<file path="config.mk">
export PLATFORM = sky130hd
export DESIGN_NAME = form_field_url_decoder
export DESIGN_NICKNAME = d
export VERILOG_FILES = /design/src/rtl/ffud_pkg.sv /design/src/rtl/ffud_ram.sv /design/src/rtl/ffud_ctrl.sv /design/src/rtl/ffud_datapath.sv /design/src/rtl/form_field_url_decoder.sv
export SDC_FILE = /design/constraint.sdc
export NUM_CORES = 1
export LEC_CHECK = 0
export ABC_AREA = 1
export BUFFER_PORTS_ARGS = -buffer_cell sky130_fd_sc_hd__buf_2
export CORE_UTILIZATION = 30
export CTS_CLUSTER_DIAMETER = 100
export DETAILED_ROUTE_END_ITERATION = 16
export HOLD_SLACK_MARGIN = 0.03
export PLACE_DENSITY_LB_ADDON = 0.15
export SKIP_LAST_GASP = 1
export SLEW_MARGIN = 10
export SYNTH_ARGS = -nofsm -noshare
export SYNTH_HDL_FRONTEND = slang
export SYNTH_SLANG_ARGS = --single-unit
</file>
<file path="constraint.sdc">
create_clock -name i_clk -period 8.4 [get_ports i_clk]
set_input_delay 1.26 -clock i_clk [delete_from_list [all_inputs] [get_ports i_clk]]
set_output_delay 1.26 -clock i_clk [all_outputs]
set_load 0.05 [all_outputs]
</file>
<file path="src/rtl/ffud_pkg.sv">
`timescale 1ns / 1ps
`default_nettype none

package ffud_pkg;

    localparam int MAX_NAME_DEF = 32;
    localparam int KEY_LEN      = 5;

    localparam logic [7:0] C_PCT   = 8'h25;
    localparam logic [7:0] C_PLUS  = 8'h2B;
    localparam logic [7:0] C_AMP   = 8'h26;
    localparam logic [7:0] C_SPACE = 8'h20;
    localparam logic [7:0] C_MINUS = 8'h2D;
    localparam logic [7:0] C_KEY_N = 8'h6E;

    typedef enum logic [1:0] {
        PH_SEARCH  = 2'd0,
        PH_CAPTURE = 2'd1,
        PH_CLOSED  = 2'd2,
        PH_NOKEY   = 2'd3
    } t_phase;

    typedef enum logic [1:0] {
        ESC_NONE = 2'd0,
        ESC_PCT  = 2'd1,
        ESC_CHAR = 2'd2
    } t_esc;

    typedef enum logic [1:0] {
        S_RUN     = 2'd0,
        S_CLOSE2  = 2'd1,
        S_EMIT_RD = 2'd2,
        S_EMIT_LD = 2'd3
    } t_state;

    typedef struct packed {
        logic take;
        logic close2;
        logic rd;
        logic load;
        logic clear;
    } t_cmd;

    typedef struct packed {
        logic need_close2;
        logic last;
        logic out_free;
    } t_status;

    function automatic logic [7:0] key_char(input logic [2:0] pos);
        logic [7:0] c;
        case (pos)
            3'd0:    c = 8'h6E;
            3'd1:    c = 8'h69;
            3'd2:    c = 8'h63;
            3'd3:    c = 8'h6B;
            3'd4:    c = 8'h3D;
            default: c = 8'h00;
        endcase
        return c;
    endfunction

    function automatic logic is_white(input logic [7:0] c);
        return (c == C_SPACE) || (c >= 8'h09 && c <= 8'h0D);
    endfunction

    // {valid, value}
    function automatic logic [4:0] hex_val(input logic [7:0] c);
        logic [4:0] v;
        if (c >= 8'h30 && c <= 8'h39) begin
            v = {1'b1, 4'(c - 8'h30)};
        end else if (c >= 8'h61 && c <= 8'h66) begin
            v = {1'b1, 4'(c - 8'h57)};
        end else if (c >= 8'h41 && c <= 8'h46) begin
            v = {1'b1, 4'(c - 8'h37)};
        end else begin
            v = 5'd0;
        end
        return v;
    endfunction

    function automatic logic [7:0] parse_pair(input logic [7:0] a, input logic [7:0] b);
        logic [4:0] ha;
        logic [4:0] hb;
        logic [7:0] r;
        ha = hex_val(a);
        hb = hex_val(b);
        if (ha[4]) begin
            r = hb[4] ? {ha[3:0], hb[3:0]} : {4'd0, ha[3:0]};
        end else if (!hb[4]) begin
            r = 8'd0;
        end else if (is_white(a) || a == C_PLUS) begin
            r = {4'd0, hb[3:0]};
        end else if (a == C_MINUS) begin
            r = 8'd0 - {4'd0, hb[3:0]};
        end else begin
            r = 8'd0;
        end
        return r;
    endfunction

    function automatic logic [7:0] plain_char(input logic [7:0] c);
        return (c == C_PLUS) ? C_SPACE : c;
    endfunction

endpackage

`default_nettype wire

</file>
<file path="src/rtl/ffud_ram.sv">
`timescale 1ns / 1ps
`default_nettype none

module ffud_ram #(
    parameter int WIDTH = 8,
    parameter int DEPTH = ffud_pkg::MAX_NAME_DEF
) (
    input  wire logic                                     i_clk,
    input  wire logic                                     i_wr_en,
    input  wire logic [((DEPTH > 1) ? $clog2(DEPTH) : 1)-1:0] i_wr_addr,
    input  wire logic [WIDTH-1:0]                         i_wr_data,
    input  wire logic                                     i_rd_en,
    input  wire logic [((DEPTH > 1) ? $clog2(DEPTH) : 1)-1:0] i_rd_addr,
    output logic      [WIDTH-1:0]                         o_rd_data
);

    logic [WIDTH-1:0] r_mem [DEPTH];

    always_ff @(posedge i_clk) begin
        if (i_wr_en) begin
            r_mem[i_wr_addr] <= i_wr_data;
        end
        if (i_rd_en) begin
            o_rd_data <= r_mem[i_rd_addr];
        end
    end

endmodule

`default_nettype wire

</file>
<file path="src/rtl/ffud_ctrl.sv">
`timescale 1ns / 1ps
`default_nettype none

module ffud_ctrl (
    input  wire logic              i_clk,
    input  wire logic              i_rst_n,
    input  wire logic              i_body_valid,
    input  wire logic              i_end_of_body,
    input  wire ffud_pkg::t_status i_status,
    output logic                   o_body_stall,
    output ffud_pkg::t_cmd         o_cmd
);

    ffud_pkg::t_state r_state;
    ffud_pkg::t_state n_state;
    logic             r_eob;
    logic             n_eob;

    always_ff @(posedge i_clk) begin
        if (!i_rst_n) begin
            r_state <= ffud_pkg::S_RUN;
            r_eob   <= 1'b0;
        end else begin
            r_state <= n_state;
            r_eob   <= n_eob;
        end
    end

    always_comb begin
        n_state = r_state;
        n_eob   = r_eob;
        case (r_state)
            ffud_pkg::S_RUN: begin
                if (i_body_valid) begin
                    n_eob = i_end_of_body;
                    if (i_status.need_close2) begin
                        n_state = ffud_pkg::S_CLOSE2;
                    end else if (i_end_of_body) begin
                        n_state = ffud_pkg::S_EMIT_RD;
                    end
                end
            end
            ffud_pkg::S_CLOSE2: begin
                n_state = r_eob ? ffud_pkg::S_EMIT_RD : ffud_pkg::S_RUN;
            end
            ffud_pkg::S_EMIT_RD: begin
                n_state = ffud_pkg::S_EMIT_LD;
            end
            ffud_pkg::S_EMIT_LD: begin
                if (i_status.out_free) begin
                    n_state = i_status.last ? ffud_pkg::S_RUN : ffud_pkg::S_EMIT_RD;
                end
            end
            default: n_state = ffud_pkg::S_RUN;
        endcase
    end

    always_comb begin
        o_cmd        = '0;
        o_body_stall = 1'b1;
        case (r_state)
            ffud_pkg::S_RUN: begin
                o_body_stall = 1'b0;
                o_cmd.take   = i_body_valid;
            end
            ffud_pkg::S_CLOSE2: begin
                o_cmd.close2 = 1'b1;
            end
            ffud_pkg::S_EMIT_RD: begin
                o_cmd.rd = 1'b1;
            end
            ffud_pkg::S_EMIT_LD: begin
                o_cmd.load  = i_status.out_free;
                o_cmd.clear = i_status.out_free && i_status.last;
            end
            default: ;
        endcase
    end

endmodule

`default_nettype wire

</file>
<file path="src/rtl/ffud_datapath.sv">
`timescale 1ns / 1ps
`default_nettype none

module ffud_datapath #(
    parameter int MAX_NAME = ffud_pkg::MAX_NAME_DEF
) (
    input  wire logic           i_clk,
    input  wire logic           i_rst_n,
    input  wire ffud_pkg::t_cmd i_cmd,
    output ffud_pkg::t_status   o_status,
    input  wire logic [7:0]     i_body_byte,
    input  wire logic           i_end_of_body,
    input  wire logic           i_name_stall,
    output logic                o_name_valid,
    output logic [7:0]          o_name_byte,
    output logic                o_name_ok,
    output logic                o_last_of_name
);

    localparam int CW = $clog2(MAX_NAME + 1);
    localparam int AW = (MAX_NAME > 1) ? $clog2(MAX_NAME) : 1;

    logic [2:0]       r_key_pos, n_key_pos;
    ffud_pkg::t_phase r_phase, n_phase;
    logic [CW-1:0]    r_raw_cnt, n_raw_cnt;
    ffud_pkg::t_esc   r_esc_step, n_esc_step;
    logic [7:0]       r_esc_char, n_esc_char;
    logic [CW-1:0]    r_stored, n_stored;
    logic [CW-1:0]    r_trimmed, n_trimmed;
    logic [CW-1:0]    r_rd_cnt, n_rd_cnt;
    logic             r_out_valid, n_out_valid;
    logic [7:0]       r_out_byte, n_out_byte;
    logic             r_out_ok, n_out_ok;
    logic             r_out_last, n_out_last;

    logic             put_valid;
    logic [7:0]       put_byte;
    logic             wr_en;
    logic             term;
    logic             closing;
    logic             need2;
    ffud_pkg::t_esc   step_t;
    logic [7:0]       rd_data;
    logic             last_byte;

    ffud_ram #(
        .WIDTH (8),
        .DEPTH (MAX_NAME)
    ) u_store (
        .i_clk     (i_clk),
        .i_wr_en   (wr_en),
        .i_wr_addr (r_stored[AW-1:0]),
        .i_wr_data (put_byte),
        .i_rd_en   (i_cmd.rd),
        .i_rd_addr (r_rd_cnt[AW-1:0]),
        .o_rd_data (rd_data)
    );

    assign last_byte = (r_trimmed == '0) || (CW'(r_rd_cnt + 1'b1) == r_trimmed);

    always_comb begin
        n_key_pos   = r_key_pos;
        n_phase     = r_phase;
        n_raw_cnt   = r_raw_cnt;
        n_esc_step  = r_esc_step;
        n_esc_char  = r_esc_char;
        n_stored    = r_stored;
        n_trimmed   = r_trimmed;
        n_rd_cnt    = r_rd_cnt;
        n_out_valid = r_out_valid;
        n_out_byte  = r_out_byte;
        n_out_ok    = r_out_ok;
        n_out_last  = r_out_last;
        put_valid   = 1'b0;
        put_byte    = 8'd0;
        wr_en       = 1'b0;
        term        = 1'b0;
        closing     = 1'b0;
        need2       = 1'b0;
        step_t      = r_esc_step;

        if (i_cmd.take) begin
            case (r_phase)
                ffud_pkg::PH_SEARCH: begin
                    if (i_body_byte == 8'd0) begin
                        n_phase = ffud_pkg::PH_NOKEY;
                    end else if (i_body_byte == ffud_pkg::key_char(r_key_pos)) begin
                        if (r_key_pos == 3'(ffud_pkg::KEY_LEN - 1)) begin
                            n_key_pos = 3'd0;
                            n_phase   = ffud_pkg::PH_CAPTURE;
                        end else begin
                            n_key_pos = r_key_pos + 3'd1;
                        end
                    end else begin
                        n_key_pos = (i_body_byte == ffud_pkg::C_KEY_N) ? 3'd1 : 3'd0;
                    end
                end
                ffud_pkg::PH_CAPTURE: begin
                    term = (i_body_byte == 8'd0) || (i_body_byte == ffud_pkg::C_AMP);
                    if (!term) begin
                        n_raw_cnt = CW'(r_raw_cnt + 1'b1);
                        case (r_esc_step)
                            ffud_pkg::ESC_PCT: begin
                                step_t     = ffud_pkg::ESC_CHAR;
                                n_esc_char = i_body_byte;
                            end
                            ffud_pkg::ESC_CHAR: begin
                                step_t    = ffud_pkg::ESC_NONE;
                                put_valid = 1'b1;
                                put_byte  = ffud_pkg::parse_pair(r_esc_char, i_body_byte);
                            end
                            default: begin
                                if (i_body_byte == ffud_pkg::C_PCT) begin
                                    step_t = ffud_pkg::ESC_PCT;
                                end else begin
                                    put_valid = 1'b1;
                                    put_byte  = ffud_pkg::plain_char(i_body_byte);
                                end
                            end
                        endcase
                    end
                    closing = term || i_end_of_body
                              || (r_raw_cnt == CW'(MAX_NAME - 1));
                    if (closing) begin
                        // pending escape is kept literally
                        if (step_t != ffud_pkg::ESC_NONE) begin
                            put_valid = 1'b1;
                            put_byte  = ffud_pkg::C_PCT;
                        end
                        need2 = (step_t == ffud_pkg::ESC_CHAR);
                        if (need2) begin
                            n_esc_step = ffud_pkg::ESC_CHAR;
                        end else begin
                            n_esc_step = ffud_pkg::ESC_NONE;
                            n_phase    = ffud_pkg::PH_CLOSED;
                        end
                    end else begin
                        n_esc_step = step_t;
                    end
                end
                default: ;
            endcase
        end

        if (i_cmd.close2) begin
            put_valid  = 1'b1;
            put_byte   = ffud_pkg::plain_char(r_esc_char);
            n_phase    = ffud_pkg::PH_CLOSED;
            n_esc_step = ffud_pkg::ESC_NONE;
        end

        if (put_valid) begin
            if (put_byte == 8'd0) begin
                n_phase = ffud_pkg::PH_CLOSED;
            end else if (!((r_stored == '0) && ffud_pkg::is_white(put_byte))
                         && (r_stored < CW'(MAX_NAME))) begin
                wr_en    = 1'b1;
                n_stored = CW'(r_stored + 1'b1);
                if (!ffud_pkg::is_white(put_byte)) begin
                    n_trimmed = CW'(r_stored + 1'b1);
                end
            end
        end

        if (i_cmd.load) begin
            n_out_valid = 1'b1;
            if (r_trimmed == '0) begin
                n_out_byte = 8'd0;
                n_out_ok   = 1'b0;
                n_out_last = 1'b1;
            end else begin
                n_out_byte = rd_data;
                n_out_ok   = 1'b1;
                n_out_last = last_byte;
            end
            n_rd_cnt = CW'(r_rd_cnt + 1'b1);
        end else if (!i_name_stall) begin
            n_out_valid = 1'b0;
        end

        if (i_cmd.clear) begin
            n_key_pos  = 3'd0;
            n_phase    = ffud_pkg::PH_SEARCH;
            n_raw_cnt  = '0;
            n_esc_step = ffud_pkg::ESC_NONE;
            n_esc_char = 8'd0;
            n_stored   = '0;
            n_trimmed  = '0;
            n_rd_cnt   = '0;
        end
    end

    always_ff @(posedge i_clk) begin
        if (!i_rst_n) begin
            r_key_pos   <= 3'd0;
            r_phase     <= ffud_pkg::PH_SEARCH;
            r_raw_cnt   <= '0;
            r_esc_step  <= ffud_pkg::ESC_NONE;
            r_esc_char  <= 8'd0;
            r_stored    <= '0;
            r_trimmed   <= '0;
            r_rd_cnt    <= '0;
            r_out_valid <= 1'b0;
        end else begin
            r_key_pos   <= n_key_pos;
            r_phase     <= n_phase;
            r_raw_cnt   <= n_raw_cnt;
            r_esc_step  <= n_esc_step;
            r_esc_char  <= n_esc_char;
            r_stored    <= n_stored;
            r_trimmed   <= n_trimmed;
            r_rd_cnt    <= n_rd_cnt;
            r_out_valid <= n_out_valid;
        end
    end

    always_ff @(posedge i_clk) begin
        r_out_byte <= n_out_byte;
        r_out_ok   <= n_out_ok;
        r_out_last <= n_out_last;
    end

    assign o_status.need_close2 = need2;
    assign o_status.last        = last_byte;
    assign o_status.out_free    = !r_out_valid || !i_name_stall;

    assign o_name_valid   = r_out_valid;
    assign o_name_byte    = r_out_byte;
    assign o_name_ok      = r_out_ok;
    assign o_last_of_name = r_out_last;

    a_stored_bound: assert property (@(posedge i_clk) disable iff (!i_rst_n)
        (r_stored <= CW'(MAX_NAME)) && (r_trimmed <= r_stored))
        else $error("stored length out of bounds");

    a_close2_pending: assert property (@(posedge i_clk) disable iff (!i_rst_n)
        i_cmd.close2 |-> (r_phase == ffud_pkg::PH_CAPTURE)
                         && (r_esc_step == ffud_pkg::ESC_CHAR))
        else $error("second close write without pending escape");

    a_read_in_range: assert property (@(posedge i_clk) disable iff (!i_rst_n)
        (i_cmd.load && (r_trimmed != '0)) |-> (r_rd_cnt < r_trimmed))
        else $error("name read past trimmed length");

    a_load_free: assert property (@(posedge i_clk) disable iff (!i_rst_n)
        i_cmd.load |-> (!r_out_valid || !i_name_stall))
        else $error("output overwritten before transfer");

endmodule

`default_nettype wire

</file>
<file path="src/rtl/form_field_url_decoder.sv">
// form field url decoder
// input channel: i_body_valid / o_body_stall with i_body_byte and i_end_of_body,
// one body byte per transfer; a transfer completes when valid is high and stall low
// output channel: o_name_valid / i_name_stall with o_name_byte, o_name_ok and
// o_last_of_name, one decoded name byte per transfer
// the block scans for the first "nick=", captures and percent-decodes the value,
// trims white space, and after the final body byte sends the name bytes, or one
// failure transfer (byte 0, ok 0, last 1) when the key is missing or the name empty
// throughput: one body byte per cycle while o_body_stall is low; a value closed
// while a two-character escape is still pending passes through S_CLOSE2 for the
// second store write
// flush: each name byte takes a registered name memory read (S_EMIT_RD), then an
// output register load (S_EMIT_LD) that waits while the receiver stalls
// the input stalls during the flush; it is taken again once the last result
// sits in the output register, which holds while the receiver stalls
// reset clears all control state; no memory clearing pass is needed
`timescale 1ns / 1ps
`default_nettype none

module form_field_url_decoder #(
    parameter int MAX_NAME = ffud_pkg::MAX_NAME_DEF
) (
    input  wire logic       i_clk,
    input  wire logic       i_rst_n,
    input  wire logic       i_body_valid,
    output logic            o_body_stall,
    input  wire logic [7:0] i_body_byte,
    input  wire logic       i_end_of_body,
    output logic            o_name_valid,
    input  wire logic       i_name_stall,
    output logic [7:0]      o_name_byte,
    output logic            o_name_ok,
    output logic            o_last_of_name
);

    ffud_pkg::t_cmd    cmd;
    ffud_pkg::t_status status;

    ffud_ctrl u_ctrl (
        .i_clk         (i_clk),
        .i_rst_n       (i_rst_n),
        .i_body_valid  (i_body_valid),
        .i_end_of_body (i_end_of_body),
        .i_status      (status),
        .o_body_stall  (o_body_stall),
        .o_cmd         (cmd)
    );

    ffud_datapath #(
        .MAX_NAME (MAX_NAME)
    ) u_datapath (
        .i_clk          (i_clk),
        .i_rst_n        (i_rst_n),
        .i_cmd          (cmd),
        .o_status       (status),
        .i_body_byte    (i_body_byte),
        .i_end_of_body  (i_end_of_body),
        .i_name_stall   (i_name_stall),
        .o_name_valid   (o_name_valid),
        .o_name_byte    (o_name_byte),
        .o_name_ok      (o_name_ok),
        .o_last_of_name (o_last_of_name)
    );

endmodule

`default_nettype wire
</file>
Yosys cells after proc, flatten, opt, wreduce, memory -nomap -nowiden
Memory sizes are Yosys's and may differ from the RTL's. A register that Yosys moved wholly into a read port is not among the register bits.
Cells that the tools add are included.
- register bits: 53
- RAM bits: 256
- input port bits: 13
- output and inout bits: 12
- word-level logic and storage cells: 198
- memories: 1
- memories (memory ; words ; width ; rd ports ; clocked after memory_dff ; write ports ; line ; source):
    u_datapath.u_store.r_mem ; 32 ; 8 ; 1 ; 1 ; 1 ; ffud_ram.sv:17 ; logic [WIDTH-1:0] r_mem [DEPTH];
- add/subtract/negate cells: 11
- order comparisons: 17
- equal/unequal tests: 26
- muxes and demuxes: 84
- bitwise gates (word level): 5
- reduce and logical (&&, ||, !) cells: 40
- operators with widths (cell ; count):
    2-to-1 mux 8 bit ; 17
    2-to-1 mux 5 bit ; 14
    equality test 8 x 6 -> 1 bit (second input constant) ; 7
    2-to-1 mux 2 bit ; 22
    one-hot mux 7 bit (5 select lines) ; 1
    >= comparator 8 x 7 -> 1 bit (second input constant) ; 4
    <= comparator 8 x 7 -> 1 bit (second input constant) ; 4
    2-to-1 mux 1 bit ; 23
    adder 6 x 1 -> 6 bit (second input constant) ; 3
    >= comparator 8 x 4 -> 1 bit (second input constant) ; 2
    >= comparator 8 x 6 -> 1 bit (second input constant) ; 2
    <= comparator 8 x 4 -> 1 bit (second input constant) ; 2
    <= comparator 8 x 6 -> 1 bit (second input constant) ; 2
    zero test 8 bit ; 2
    one-hot mux 8 bit (2 select lines) ; 1
    subtractor 4 x 3 -> 4 bit (second input constant) ; 4
    zero test 6 bit ; 2
    AND reduction 3 bit ; 4
    logical AND 1 bit ; 11
    equality test 2 bit (second input constant) ; 4
    equality test 8 x 7 -> 1 bit (second input constant) ; 1
    equality test 8 bit ; 1
    logical OR 1 bit ; 8
    one-hot mux 2 bit (2 select lines) ; 2
    25 further kinds ; 40

Depth between registers and ports, before layout
- depth after elaboration: 32
- mapped depth: 29
- gate-level depth less buffers: 29

Modules after synthesis
From an unflattened synthesis, not the netlist that was laid out.
- cell total of the unflattened synthesis: 1529
- area, all modules: 14880.5 sq um
- modules (own cells, without submodules) (module ; instances ; cells an instance ; area an instance (sq um) ; seq. area each (sq um)):
    ffud_ram ; 1 ; 922 ; 10866.7 ; 7927.6
    ffud_datapath ; 1 ; 571 ; 3797.4 ; 1101.1
    ffud_ctrl ; 1 ; 36 ; 216.5 ; 60.1

Worst setup path before layout
Ideal clock, no wire load.
- kind: input to register
- from: in i_body_byte[1]
- to: mem u_datapath.u_store.r_mem[28][0] (enable)
- library setup time: 0.370 ns
- arrival: 4.503 ns
- required time: 8.030 ns
- setup slack: 3.526 ns
- stages: 23
- buffers on the path: 0
- cells stage by stage: inv_1 ha_1 nand2_1 nand3_1 nand2_2 nand2_2 nand3_1 ha_1 nand3_1 nand2_1 nand2_2 nand2_1 o21ai_1 nand2_1 o21ai_0 nor2_1 nand2_1 nor2_2 nor2_8 nand2_8 inv_6 nand2_4 nor2_1
- word-level cells in the longest chain between the ends: 32
- elaborated cells between the ends (all ways): 69
- classes of those cells: add/sub (4); order compare (8); eq/ne (4); mux (39); reduce/logical (14)
- ends and longest elaborated chain (element ; line ; source):
    start: declaration ; form_field_url_decoder.sv:27 ; input wire logic [7:0] i_body_byte,
    >= comparator 8 x 7 -> 1 bit or <= comparator 8 x 7 -> 1 bit (tied branches) ; ffud_pkg.sv:74 ; end else if (c >= 8'h41 && c <= 8'h46) begin
    logical AND 1 bit ; ffud_pkg.sv:74 ;
    2-to-1 mux 5 bit ; ffud_pkg.sv:74 ;
    2-to-1 mux 5 bit ; ffud_pkg.sv:72 ; end else if (c >= 8'h61 && c <= 8'h66) begin
    2-to-1 mux 5 bit ; ffud_pkg.sv:70 ; if (c >= 8'h30 && c <= 8'h39) begin
    2-to-1 mux 5 bit ; ffud_datapath.sv:102 ; case (r_esc_step)
    2-to-1 mux 5 bit ; ffud_datapath.sv:100 ; if (!term) begin
    2-to-1 mux 5 bit ; ffud_datapath.sv:83 ; case (r_phase)
    [13 not listed] ; -- ;
    via u_datapath.put_byte[4] ; ffud_datapath.sv:37 ; logic [7:0] put_byte;
    [3 not listed] ; -- ;
    logical AND 1 bit ; ffud_datapath.sv:155 ; end else if (!((r_stored == '0) && ffud_pkg::is_white(put_byte))
    zero test 1 bit ; ffud_datapath.sv:155 ;
    logical AND 1 bit ; ffud_datapath.sv:156 ; && (r_stored < CW'(MAX_NAME))) begin
    2-to-1 mux 1 bit ; ffud_datapath.sv:155 ;
    2-to-1 mux 1 bit * ; ffud_datapath.sv:153 ; if (put_byte == 8'd0) begin
    2-to-1 mux 1 bit * ; ffud_datapath.sv:152 ; if (put_valid) begin
    2-to-1 mux 1 bit * ; ffud_ram.sv:20 ; if (i_wr_en) begin
    2-to-1 mux 1 bit (implied by the code) * ; ffud_ram.sv:21 ; r_mem[i_wr_addr] <= i_wr_data;
    end: declaration ; ffud_ram.sv:17 ;
The timed path passes the listed nets; every way through them passes the cells marked *. The select of a mux whose other input is x is not followed.

Worst setup path after layout
- from: in i_body_byte[1]
- to: mem u_datapath.u_store.r_mem[15][2] (enable)
Same word-level chain as after synthesis.

==> impl_metrics.tcl <==
set metrics [dict create \
    endpoint_kind "register" \
    drt_iter0_markers 862 \
    yosysTopAreaCellShare_pct 57.8 \
    cp.buffers_inverters 4 \
    critPathSlowestCell "nand2_2" \
    routed_wl_um 40400 \
    grt_pass1_wl_um 61700 \
    dp_cells 1937 \
    clkTransAtPathRegs_ns 0.06 \
    ir_drop_uv 135 \
    cts_sinks 317 \
    wl_per_cell_um 20.2 \
    die_h_um 220 \
    cts_resized 0 \
    hold_class "reg -> reg" \
    slew_headroom_pct 29.8 \
    port_buffers 24 \
    grtUsageTotal_pct 17.0 \
    period_needed_ns 5.18 \
    slowest_delay_ns 0.67 \
    nets 1404 \
    violations "DRC" \
    synth_most_common_cell "edfxtp_1" \
    fmax_ghz 0.193 \
    htree_levels 2 \
    grt_overflow 0 \
    cts_setup_buffers 0 \
    synth_cells 1357 \
    finalSetupViolCount 0 \
    startpoint "i_body_byte[1]" \
    cts-buffers-inserted 37 \
    clk_latency_ns 0.55 \
    yosys-top-cells-area "edfxtp_1 (58%), nor2_1 (6.9%), dfxtp_1 (6.0%), o21ai_0 (5.6%), nand2_1 (4.0%)" \
    coreArea_mm2 0.0467 \
    post-route-period-util_pct 61.7 \
    die_w_um 220 \
    grt_pass1_vias 9954 \
    synth_top_area_cell "edfxtp_1" \
    ys_types 44 \
    ys_ff_latch 317 \
    arrival_ns 5.34 \
    n_antenna_cell 0 \
    cts_tree "built" \
    initial_core_util_pct 30.5 \
    cts_root_buf "clkbuf_16" \
    dp_hpwl_um 26100 \
    netlist_area_mm2 0.0142 \
    regToRegStartpoint "u_datapath.r_rd_cnt[0]" \
    route.detailed.drc 4 \
    ys_warn_count 0 \
    cts_hold_buf 0 \
    syn_nets 1392 \
    final_core_util_pct 34.7 \
    instances_no_fill 2002 \
    finClkSkew_ns 0.0274 \
    dieArea_mm2 0.0484 \
    pin_count 25 \
    drtPass1Iterations 11 \
    clockBufferDepth 3 \
    hold_viol 0 \
    drive_gt1_share_pct 10.0 \
    fin_setup_tns_ns 0 \
    synth_edf_count 274 \
    syn_area_per_cell_um2 10.5 \
    ant_nets 0 \
    grt_max_degree 70 \
    cellPowerDensity_mw_per_mm2 218 \
    synth_ff_type "edfxtp_1" \
    vias 10100 \
    crit_family "simple AND/OR/NAND/NOR gates" \
    avgViaCountPerCell 5.04 \
    status "finished, violations left" \
    gp_congestion 0.855 \
    required_ns 8.56 \
    seq_area_frac_synth_pct 63.8 \
    netlist_top_cells_count "edfxtp_1 (274), nor2_1 (263), o21ai_0 (158)" \
    fp-row-count 79 \
    drv_cap 0 \
    crit_top_cell "nand2_1" \
    area_growth_syn_to_layout_pct 13.7 \
    p_leak_nw 5.59 \
    antenna_found_initial 0 \
    fillCellCount 4687 \
    startpoint_type "input pin" \
    min-delay-start "u_datapath.r_trimmed[1]" \
    critPathMaxFanout 34 \
    power.total_w 0.00354 \
    tightest_slew_ns 1.05 \
    critical_path_class "in -> reg" \
    final-max-slew-violation-count 0 \
    async_flop_share_pct 0 \
    grt_setup_unrepaired "no" \
]
==> registers in the layout, summed over array words and instances, names as in the netlist <==
name	count
u_datapath.r_rd_cnt	6
u_datapath.r_stored	6
u_datapath.o_last_of_name	1
u_datapath.r_phase	2
u_datapath.u_store.o_rd_data	8
u_ctrl.r_eob	1
u_datapath.r_esc_char	8
u_datapath.o_name_byte	8
u_ctrl.r_state	2
u_datapath.r_raw_cnt	6
u_datapath.o_name_valid	1
u_datapath.u_store.r_mem	256
u_datapath.o_name_ok	1
u_datapath.r_key_pos	3
u_datapath.r_trimmed	6
u_datapath.r_esc_step	2
==> metal layers <==
metal | up-vias | global-route usage (%) | wire [um]
li1 | 4860 | - | -
met1 | 4887 | 22.9 | 18300
met2 | 284 | 27.6 | 19000
met3 | 69 | 2.58 | 1880
met4 | 0 | 6.48 | 1250
met5 | - | 0 | 0
==> cell type report <==
cell class                      count  area [um2]  share of cell area, %
Tap cell                          607         759                   4.69
Timing Repair Buffer               36         210                   1.30
Clock inverter                     21         205                   1.27
Clock buffer                       44         983                   6.07
Sequential cell                   317        9090                   56.2
Multi-Input combinational cell    887        4600                   28.4
Inverter                           90         344                   2.12
==> worst reg2reg max path, cell delays in order, from the launching register on <==
cell	delay [ns]
dfxtp_4	0.78
buf_4	0.65
clkinv_2	0.84
nand2_1	0.26
nand4_1	0.11
a21oi_1	0.12
o2111ai_1	0.12
o31ai_1	0.43
a21oi_1	0.41
clkinv_1	0.62
nor2_1	0.09
inv_1	0.14
a21oi_1	0.05
o211ai_1	0.09
inv_1	0.06
==> per-stage QoR <==
step                      instance area (um2)  hold WS [ns]  setup WS [ns]
final                                   16200         0.490           3.22
after CTS                               16200         0.499           3.24
after detailed placement                15000         0.479           2.62
after global placement                  15000         0.467           2.69
after floorplan                         14200         0.454           3.53
after global routing                    16200         0.524           2.78
==> kinds of logic after synthesis <==
kind of cell / synth area share, %
simple gates: 16.4
buf+inv: 4.07
xor+xnor: 0.738
flops: 63.8
fa+ha+maj: 1.93
mux: 0.0703
compound gates: 13.0
==> layout by cell type, fill, tap and decap left out, drive strengths merged, types with 36 or more instances in the layout <==
cell type,instances
a21oi,42
edfxtp,274
nand2,167
o221ai,44
inv,86
o21ai,169
clkbuf,44
dfxtp,43
nand3,74
nor2,269
buf,36
==> worst paths after layout <==
check / end / slack [ns] / depth (start not counted)
min reg2reg: u_datapath.r_trimmed[1] / 0.49 / 2
max reg2reg: u_datapath.r_phase[0] / 3.53 / 14
max: u_datapath.u_store.r_mem[15][2] / 3.22 / 26
min: u_datapath.r_trimmed[1] / 0.49 / 2
==> power breakdown <==
| part | internal, W | leakage, nW | switching, W | total [W] |
|---|---|---|---|---|
| sequential | 0.00172 | 2.86 | 0.0000156 | 0.00173 |
| combinational | 0.0000600 | 2.15 | 0.000162 | 0.000222 |
| clock | 0.000932 | 0.577 | 0.000649 | 0.00158 |
| total | 0.00271 | 5.59 | 0.000827 | 0.00354 |
Power figures use the tool's default switching activity.
